[src/hw/rtl/sapq_pkg.sv]
// ----------------------------------------------------------------------------
// sapq_pkg: shared definitions for the sorted-array priority queue
// Sizes, stream packing offsets, operation and status codes.
// ----------------------------------------------------------------------------
`timescale 1ns / 1ps
`default_nettype none

package sapq_pkg;

  // Queue geometry.
  localparam int DEPTH     = 16;
  localparam int PRIO_BITS = 16;
  localparam int IDX_W     = $clog2(DEPTH);

  // Field widths on the stream channels.
  localparam int MODE_W = 2;
  localparam int TAG_W  = 64;
  localparam int PRI_W  = 16;
  localparam int POS_W  = 5;
  localparam int STAT_W = 2;
  localparam int OCC_W  = 5;

  // Both tdata buses carry tag, priority and a 5-bit position or count, padded to bytes.
  localparam int PAYLOAD_W = TAG_W + PRI_W + POS_W;
  localparam int TDATA_W   = ((PAYLOAD_W + 7) / 8) * 8;
  localparam int PAD_W     = TDATA_W - PAYLOAD_W;
  localparam int PRI_LSB   = TAG_W;
  localparam int CNT_LSB   = TAG_W + PRI_W;

  // Operation selected by the input tuser.
  typedef enum logic [MODE_W-1:0] {
    MODE_ENQ  = 2'd0,
    MODE_DEQ  = 2'd1,
    MODE_PEEK = 2'd2,
    MODE_NOP  = 2'd3
  } mode_t;

  // Result status carried on the output tuser.
  typedef enum logic [STAT_W-1:0] {
    ST_OK    = 2'd0,
    ST_FULL  = 2'd1,
    ST_EMPTY = 2'd2,
    ST_RANGE = 2'd3
  } status_t;

  typedef logic signed [PRIO_BITS-1:0] prio_t;

  // One stored queue entry.
  typedef struct packed {
    logic [TAG_W-1:0] tag;
    prio_t            prio;
  } entry_t;

  // Sign-extend a stored priority to the output field width.
  function automatic logic signed [PRI_W-1:0] sext_prio(input prio_t p);
    return PRI_W'(p);
  endfunction

endpackage

`default_nettype wire

[src/hw/rtl/sorted_array_priority_queue_top.sv]
// ----------------------------------------------------------------------------
// sorted_array_priority_queue_top: bounded priority queue on a sorted array
// Enqueue, dequeue and peek over a stream interface with one result per item.
// ----------------------------------------------------------------------------
// The queue holds up to DEPTH entries in slot memory, sorted by falling
// priority, with equal priorities kept in arrival order. Positions never wrap,
// so enqueue reports full once the rear has reached the last slot. The block
// takes one operation at a time: in_tready is high only while the sequencer is
// idle. An enqueue into a non-empty queue walks the insertion point down from
// one slot past the rear; each stored entry of lower priority is moved one
// slot up by the single read-compare-write step on the slot memory, one entry
// per cycle. A dequeue or a peek that returns an entry reads the slot memory
// in S_FETCH, and every operation then waits in S_RESP until the output
// register is free. The result waits in an output register, and the next item
// is accepted while it waits.
`timescale 1ns / 1ps
`default_nettype none

module sorted_array_priority_queue_top (
  input  wire logic                         clk,
  input  wire logic                         rst_n,
  input  wire logic                         in_tvalid,
  output logic                              in_tready,
  // Fields from bit 0: item_tag[63:0], item_priority[79:64], position[84:80].
  input  wire logic [sapq_pkg::TDATA_W-1:0] in_tdata,
  // Fields from bit 0: mode[1:0].
  input  wire logic [sapq_pkg::MODE_W-1:0]  in_tuser,
  output logic                              out_tvalid,
  input  wire logic                         out_tready,
  // Fields from bit 0: out_tag[63:0], out_priority[79:64], occupancy[84:80].
  output logic [sapq_pkg::TDATA_W-1:0]      out_tdata,
  // Fields from bit 0: status[1:0].
  output logic [sapq_pkg::STAT_W-1:0]       out_tuser
);
  import sapq_pkg::*;

  typedef enum logic [3:0] {
    S_IDLE  = 4'b0001,
    S_SHIFT = 4'b0010,
    S_FETCH = 4'b0100,
    S_RESP  = 4'b1000
  } state_t;

  state_t              state_r, state_nxt;
  logic [IDX_W-1:0]    front_r, front_nxt;
  logic [IDX_W-1:0]    rear_r, rear_nxt;
  logic                empty_r, empty_nxt;
  logic [IDX_W-1:0]    j_r, j_nxt;
  logic [TAG_W-1:0]    op_tag_r, op_tag_nxt;
  prio_t               op_prio_r, op_prio_nxt;
  status_t             res_status_r, res_status_nxt;
  logic [TAG_W-1:0]    res_tag_r, res_tag_nxt;
  logic [PRI_W-1:0]    res_prio_r, res_prio_nxt;
  logic                out_valid_r, out_valid_nxt;
  logic [TDATA_W-1:0]  out_data_r, out_data_nxt;
  status_t             out_status_r, out_status_nxt;

  // Slot memory with one write and one registered read port.
  entry_t              mem [DEPTH];
  entry_t              rd_r;
  logic [IDX_W-1:0]    rd_addr;
  logic                wr_en;
  logic [IDX_W-1:0]    wr_addr;
  entry_t              wr_data;

  // Input fields.
  mode_t               in_mode;
  logic [TAG_W-1:0]    in_tag;
  prio_t               in_prio;
  logic [POS_W-1:0]    in_pos;
  logic                in_xfer;

  // Derived queue status.
  logic [OCC_W-1:0]    held;
  logic                at_last;
  logic                shift_go;
  logic                out_free;

  assign in_mode = mode_t'(in_tuser);
  assign in_tag  = in_tdata[TAG_W-1:0];
  assign in_prio = prio_t'(in_tdata[PRI_LSB +: PRIO_BITS]);
  assign in_pos  = in_tdata[CNT_LSB +: POS_W];

  assign in_tready = (state_r == S_IDLE);
  assign in_xfer   = in_tvalid && in_tready;
  assign out_free  = !out_valid_r || out_tready;

  assign held     = empty_r ? '0 : (OCC_W'(rear_r) - OCC_W'(front_r) + OCC_W'(1));
  assign at_last  = (rear_r == IDX_W'(DEPTH - 1));
  // Move the entry below the insertion point up while it has lower priority.
  assign shift_go = (j_r > front_r) && (rd_r.prio < op_prio_r);

  // Memory write and registered read.
  always_ff @(posedge clk) begin
    if (wr_en) begin
      mem[wr_addr] <= wr_data;
    end
    rd_r <= mem[rd_addr];
  end

  // Sequencer.
  always_comb begin
    state_nxt      = state_r;
    front_nxt      = front_r;
    rear_nxt       = rear_r;
    empty_nxt      = empty_r;
    j_nxt          = j_r;
    op_tag_nxt     = op_tag_r;
    op_prio_nxt    = op_prio_r;
    res_status_nxt = res_status_r;
    res_tag_nxt    = res_tag_r;
    res_prio_nxt   = res_prio_r;
    out_valid_nxt  = out_valid_r;
    out_data_nxt   = out_data_r;
    out_status_nxt = out_status_r;
    rd_addr        = rear_r;
    wr_en          = 1'b0;
    wr_addr        = j_r;
    wr_data        = rd_r;

    // The output register empties on its own transfer.
    if (out_valid_r && out_tready) begin
      out_valid_nxt = 1'b0;
    end

    unique case (state_r)
      S_IDLE: begin
        if (in_xfer) begin
          op_tag_nxt     = in_tag;
          op_prio_nxt    = in_prio;
          res_status_nxt = ST_OK;
          res_tag_nxt    = '0;
          res_prio_nxt   = '0;
          state_nxt      = S_RESP;
          unique case (in_mode)
            MODE_ENQ: begin
              if (empty_r) begin
                // First entry goes to slot zero.
                wr_en     = 1'b1;
                wr_addr   = '0;
                wr_data   = '{tag: in_tag, prio: in_prio};
                front_nxt = '0;
                rear_nxt  = '0;
                empty_nxt = 1'b0;
              end else if (at_last) begin
                res_status_nxt = ST_FULL;
              end else begin
                // Start the insertion walk one slot past the rear.
                rd_addr   = rear_r;
                j_nxt     = rear_r + IDX_W'(1);
                state_nxt = S_SHIFT;
              end
            end
            MODE_DEQ: begin
              if (empty_r) begin
                res_status_nxt = ST_EMPTY;
              end else begin
                rd_addr   = front_r;
                state_nxt = S_FETCH;
                if (front_r == rear_r) begin
                  front_nxt = '0;
                  rear_nxt  = '0;
                  empty_nxt = 1'b1;
                end else begin
                  front_nxt = front_r + IDX_W'(1);
                end
              end
            end
            MODE_PEEK: begin
              if (empty_r) begin
                res_status_nxt = ST_EMPTY;
              end else if ((in_pos == '0) || (in_pos > held)) begin
                res_status_nxt = ST_RANGE;
              end else begin
                rd_addr   = front_r + IDX_W'(in_pos) - IDX_W'(1);
                state_nxt = S_FETCH;
              end
            end
            MODE_NOP: begin
            end
            default: begin
            end
          endcase
        end
      end

      S_SHIFT: begin
        wr_en   = 1'b1;
        wr_addr = j_r;
        if (shift_go) begin
          wr_data   = rd_r;
          j_nxt     = j_r - IDX_W'(1);
          rd_addr   = j_r - IDX_W'(2);
        end else begin
          wr_data   = '{tag: op_tag_r, prio: op_prio_r};
          rear_nxt  = rear_r + IDX_W'(1);
          state_nxt = S_RESP;
        end
      end

      S_FETCH: begin
        res_tag_nxt  = rd_r.tag;
        res_prio_nxt = sext_prio(rd_r.prio);
        state_nxt    = S_RESP;
      end

      S_RESP: begin
        // Occupancy reflects the queue after the operation.
        if (out_free) begin
          out_valid_nxt  = 1'b1;
          out_status_nxt = res_status_r;
          out_data_nxt   = {{PAD_W{1'b0}}, held, res_prio_r, res_tag_r};
          state_nxt      = S_IDLE;
        end
      end

      default: begin
        state_nxt = S_IDLE;
      end
    endcase
  end

  // Control registers.
  always_ff @(posedge clk) begin
    if (!rst_n) begin
      state_r     <= S_IDLE;
      front_r     <= '0;
      rear_r      <= '0;
      empty_r     <= 1'b1;
      out_valid_r <= 1'b0;
    end else begin
      state_r     <= state_nxt;
      front_r     <= front_nxt;
      rear_r      <= rear_nxt;
      empty_r     <= empty_nxt;
      out_valid_r <= out_valid_nxt;
    end
  end

  // Payload registers.
  always_ff @(posedge clk) begin
    j_r          <= j_nxt;
    op_tag_r     <= op_tag_nxt;
    op_prio_r    <= op_prio_nxt;
    res_status_r <= res_status_nxt;
    res_tag_r    <= res_tag_nxt;
    res_prio_r   <= res_prio_nxt;
    out_data_r   <= out_data_nxt;
    out_status_r <= out_status_nxt;
  end

  assign out_tvalid = out_valid_r;
  assign out_tdata  = out_data_r;
  assign out_tuser  = out_status_r;

endmodule

`default_nettype wire

[config.mk]
export PLATFORM = sky130hd
export DESIGN_NAME = sorted_array_priority_queue_top
export DESIGN_NICKNAME = d
export VERILOG_FILES = /design/src/hw/rtl/sapq_pkg.sv /design/src/hw/rtl/sorted_array_priority_queue_top.sv
export SDC_FILE = /design/constraint.sdc
export NUM_CORES = 2
export LEC_CHECK = 0
export BUFFER_PORTS_ARGS = -buffer_cell sky130_fd_sc_hd__buf_4
export CAP_MARGIN = 15
export CORE_AREA = 4 4 379 381
export CTS_BUF_LIST = sky130_fd_sc_hd__clkbuf_16
export DETAILED_ROUTE_END_ITERATION = 12
export DIE_AREA = 0 0 383 385
export GPL_TIMING_DRIVEN = 1
export PLACE_DENSITY = 0.59
export SLEW_MARGIN = 20
export SYNTH_ARGS = -nofsm -noshare
export SYNTH_HDL_FRONTEND = slang
export SYNTH_SLANG_ARGS = --single-unit
[constraint.sdc]
create_clock -name clk -period 13.7 [get_ports clk]
set_input_delay 1.37 -clock clk [delete_from_list [all_inputs] [get_ports clk]]
set_output_delay 1.37 -clock clk [all_outputs]
set_load 0.1 [all_outputs]
==> metrics list <==
* Result of the run: completed
- Among all flip-flop cells after synthesis, the most frequent one is sky130_fd_sc_hd__edfxtp_1.
* Dominant delay contributor by cell family on the critical path: compound AO/OA/AOI/OAI gates
* Setup Viol. Count Final: 0
- After layout, the worst path uses 49.2% of the clock period.
- Cells with a size suffix above 1 make up about 12% of the layout.
- Maximum number of pins on one net before global-route repair: 187
* Category of the worst setup path launch point: register
- After layout, the minimum clock period comes to roughly 6.7 ns.
* Arrival time at the worst endpoint: ~7.5 ns
* Number of global-route vias before repair: approximately 36000
- RSZ-0062 raised after global routing: false
* Total iterations of the first detailed-routing run: 6
- Yosys mapped the design onto 76 distinct sky130hd cell types.
- Gr ovfl total: 0
- Routed via count: about 38000
* Timing-limited maximum frequency: about 0.15 GHz
* Share of synthesized registers carrying an async set or reset: 0%
- The design draws ~11 mW.
- Cell type with the largest total area after synthesis: sky130_fd_sc_hd__edfxtp_1
* Routability congestion estimate: 0.768
* Starting density of the core: 44.8%
* Classification of the worst setup path: reg -> reg
- Slowest CP cell: sky130_fd_sc_hd__buf_4
- Reported max-cap violation count: 0
- Gate count of the mapped netlist: between 4000 and 5000
- The total area inside the core boundary comes to 141000 um^2.
- Across the routed clock network, the largest skew measured is 0.0360 ns.
* Cell-by-cell listing of the critical path: ha_1, ha_1, a21o_1, a21oi_1, xnor2_1, or2_2, ha_1, a21oi_1, nand2b_1, o21ai_0, a21oi_1, a31oi_4, o2111a_4, buf_12, buf_4, nand2_1, a31oi_1, a2111oi_0, a21oi_1
- Prior to clock tree synthesis, the placed netlist has a worst setup slack of between 7 and 8 ns.
* Critical path data required time: ~14 ns
- The die covers 147000 um^2.
* Total count of max-transition violations in the final report: 0
- Detailed placement finished with a half-perimeter wire length of 82.5 mm.
- Once placement finished, the instance area stood at 66300 um^2.
* Power per cell area: 160 nW/um^2
- Transition time of the tightest slew-check pin: 1.14 ns
- Number of placement rows: 138
- Total of hold buffers inserted after clock tree synthesis: 0
* Worst Path Max Fanout: 176
- Post-DR wirelength/cell: 25.4 um
- Number of antenna violations at the first check in global routing: 8
* Clock Latency Late Sink: ~0.81 ns
- Drt drc: 0
- TritonCTS Buffers: 167
* Fillcell total: roughly 12000
* Number of sinks driven by the clock tree: 1627
- The analysis attributes to cell leakage a power of between 20 and 25 nW.
- First-pass GRT wire length: 244 mm
- Register area share after synthesis: 76.1%
- The final count of hold timing violations is 0.
- The detailed router finished its first iteration with around 4400 violations.
- From bottom edge to top edge, the die measures 385 um.
- Slew HR: 23.9%
- The die is 383 um wide.
- Number of primary I/O pins: about 190
- Buffer and inverter count on the worst path: 2
* All-layer global routing usage: 22.4%
* Flop and latch count out of synthesis: 1627
- Average cell area after synthesis: 14.4 um^2
- The number of gates resized after CTS was 0.
- Avg Vias per Cell: 5.73
- Number of placed cells counting well taps: 6241
- STA classifies the critical path endpoint as a register.
- Clock tree synthesis selected as its root buffer the cell sky130_fd_sc_hd__clkbuf_16.
- CTS max path bufs: 3
- Area share of the leading cell type in the synthesized netlist: 73.1%
- Remaining antenna violation count after routing: 0
* Port buffer count: 179
- Max rail drop VDD: about 100 uV
- Final standard cell area without fillers: 71600 um^2
- Post-CTS setup buffer count: 0
- NumNets Final: between 4000 and 5000
* Layout overhead on the synthesized area: 13.8%
* Clock tree from TritonCTS: done
- After layout, the worst setup slack is 6.95 ns.
- For this run, the number of Yosys warnings is 0.
- Wirelength, routed: 166 mm
* Worst hold path type: reg -> reg
* Most repeated library cell on the critical path: sky130_fd_sc_hd__a21oi_1
* H-Tree Depth: 4
* Number of flops mapped to enable cells by yosys: 1533
* Synth Cell Area: 62900 um^2
* Top cells by area, synth: sky130_fd_sc_hd__edfxtp_1, sky130_fd_sc_hd__nand2_1, sky130_fd_sc_hd__dfxtp_1, sky130_fd_sc_hd__a21oi_1, sky130_fd_sc_hd__mux4_2
- Clock-pin transition on the worst setup and hold timing paths: approximately 0.060 ns
- Filler-free cell count of the finished design: 6555
* Final sum of negative setup slack: 0 ns
* Crit path largest cell delay: 0.93 ns
per-layer routing:
layer	global-route usage (%)	vias up	wire, um
li1	-	16700	-
met1	31.6	18900	70200
met2	35.4	1612	77800
met3	4.42	261	14000
met4	6.83	2	4370
met5	0	-	13
path summary, 6_finish.rpt:
path	from	end	slack, ns	cells past startpoint
min	res_prio_r[13]$_SDFFCE_PN0P_	out_tdata[77]$_DFFE_PP_	0.41	0
max reg2reg	rear_r[2]$_SDFFE_PN0P_	rd_r[51]$_DFF_P_	6.95	19
max	rear_r[2]$_SDFFE_PN0P_	rd_r[51]$_DFF_P_	6.95	19
min reg2reg	res_prio_r[13]$_SDFFCE_PN0P_	out_tdata[77]$_DFFE_PP_	0.41	0
report_power, final:
| group | switching [mW] | leakage, nW | internal (mW) |
|---|---|---|---|
| sequential | 0.0743 | 14.7 | 5.84 |
| clock | 1.88 | 2.79 | 2.45 |
| combinational | 0.905 | 7.33 | 0.303 |
| total | 2.86 | 24.8 | 8.58 |
sequential cells by signal, indices dropped and copies added, names as in the netlist, 4 cells and up:
register,count
res_tag_r,64
rear_r,4
mem,1280
op_prio_r,16
state_r,4
out_tdata,85
j_r,4
op_tag_r,64
front_r,4
rd_r,80
res_prio_r,16
layout by cell type, fill, tap and decap left out, types with 44 or more instances in the layout:
cell	n
sky130_fd_sc_hd__nor2_1	97
sky130_fd_sc_hd__a22oi_1	74
sky130_fd_sc_hd__ha_1	44
sky130_fd_sc_hd__and2_1	83
sky130_fd_sc_hd__inv_1	144
sky130_fd_sc_hd__edfxtp_1	1533
sky130_fd_sc_hd__mux2i_1	59
sky130_fd_sc_hd__a2111oi_0	51
sky130_fd_sc_hd__buf_4	243
sky130_fd_sc_hd__mux4_2	44
sky130_fd_sc_hd__nand3_1	193
sky130_fd_sc_hd__a21oi_1	308
sky130_fd_sc_hd__clkbuf_16	170
sky130_fd_sc_hd__nand2_1	968
sky130_fd_sc_hd__dfxtp_1	94
sky130_fd_sc_hd__a31oi_1	112
sky130_fd_sc_hd__nand4_1	63
through the flow:
stage | utilization [%] | hold slack (ns)
6_report | 51.0 | 0.410
5_1_grt | 51.0 | 0.421
4_1_cts | 50.9 | 0.405
3_5_place_dp | 47.2 | 0.405
3_3_place_gp | 47.2 | 0.403
2_1_floorplan | - | 0.400
cells in the mapped netlist, types with 59 or more instances:
library cell               instances
sky130_fd_sc_hd__a22oi_1          74
sky130_fd_sc_hd__clkbuf_1        147
sky130_fd_sc_hd__a21oi_1         308
sky130_fd_sc_hd__mux2i_1          59
sky130_fd_sc_hd__nand3_1         195
sky130_fd_sc_hd__nor2_1          112
sky130_fd_sc_hd__nand2_1         970
sky130_fd_sc_hd__dfxtp_1          94
sky130_fd_sc_hd__edfxtp_1       1533
sky130_fd_sc_hd__buf_2            91
sky130_fd_sc_hd__a31oi_1         112
sky130_fd_sc_hd__nand4_1          63
sky130_fd_sc_hd__and2_1           83
sky130_fd_sc_hd__inv_1            85
cell families after synthesis:
family	count (synthesis)	synth area share (%)
muxes	103	2.51
other	1	0.00596
DFF	1627	76.1
xor gates and xnor gates	11	0.153
and+or+nand+nor	1490	10.2
buffers and inverters	359	2.54
AOI/OAI and AO/OA	734	7.50
adders and majority gates	46	0.938
layout make-up:
class / instances / area (um^2) / area share, %
repair buffers: 252 / 2010 / 2.80
well taps: 1890 / 2360 / 3.30
flip-flops and latches: 1627 / 47900 / 66.9
clock inverters: 142 / 1010 / 1.40
diodes: 1 / 2.50 / 0.00349
multi-input cells: 2387 / 13700 / 19.2
clock buffers: 170 / 4250 / 5.94
inverters: 86 / 338 / 0.472
No activity file was read; power rests on OpenSTA's default activity.
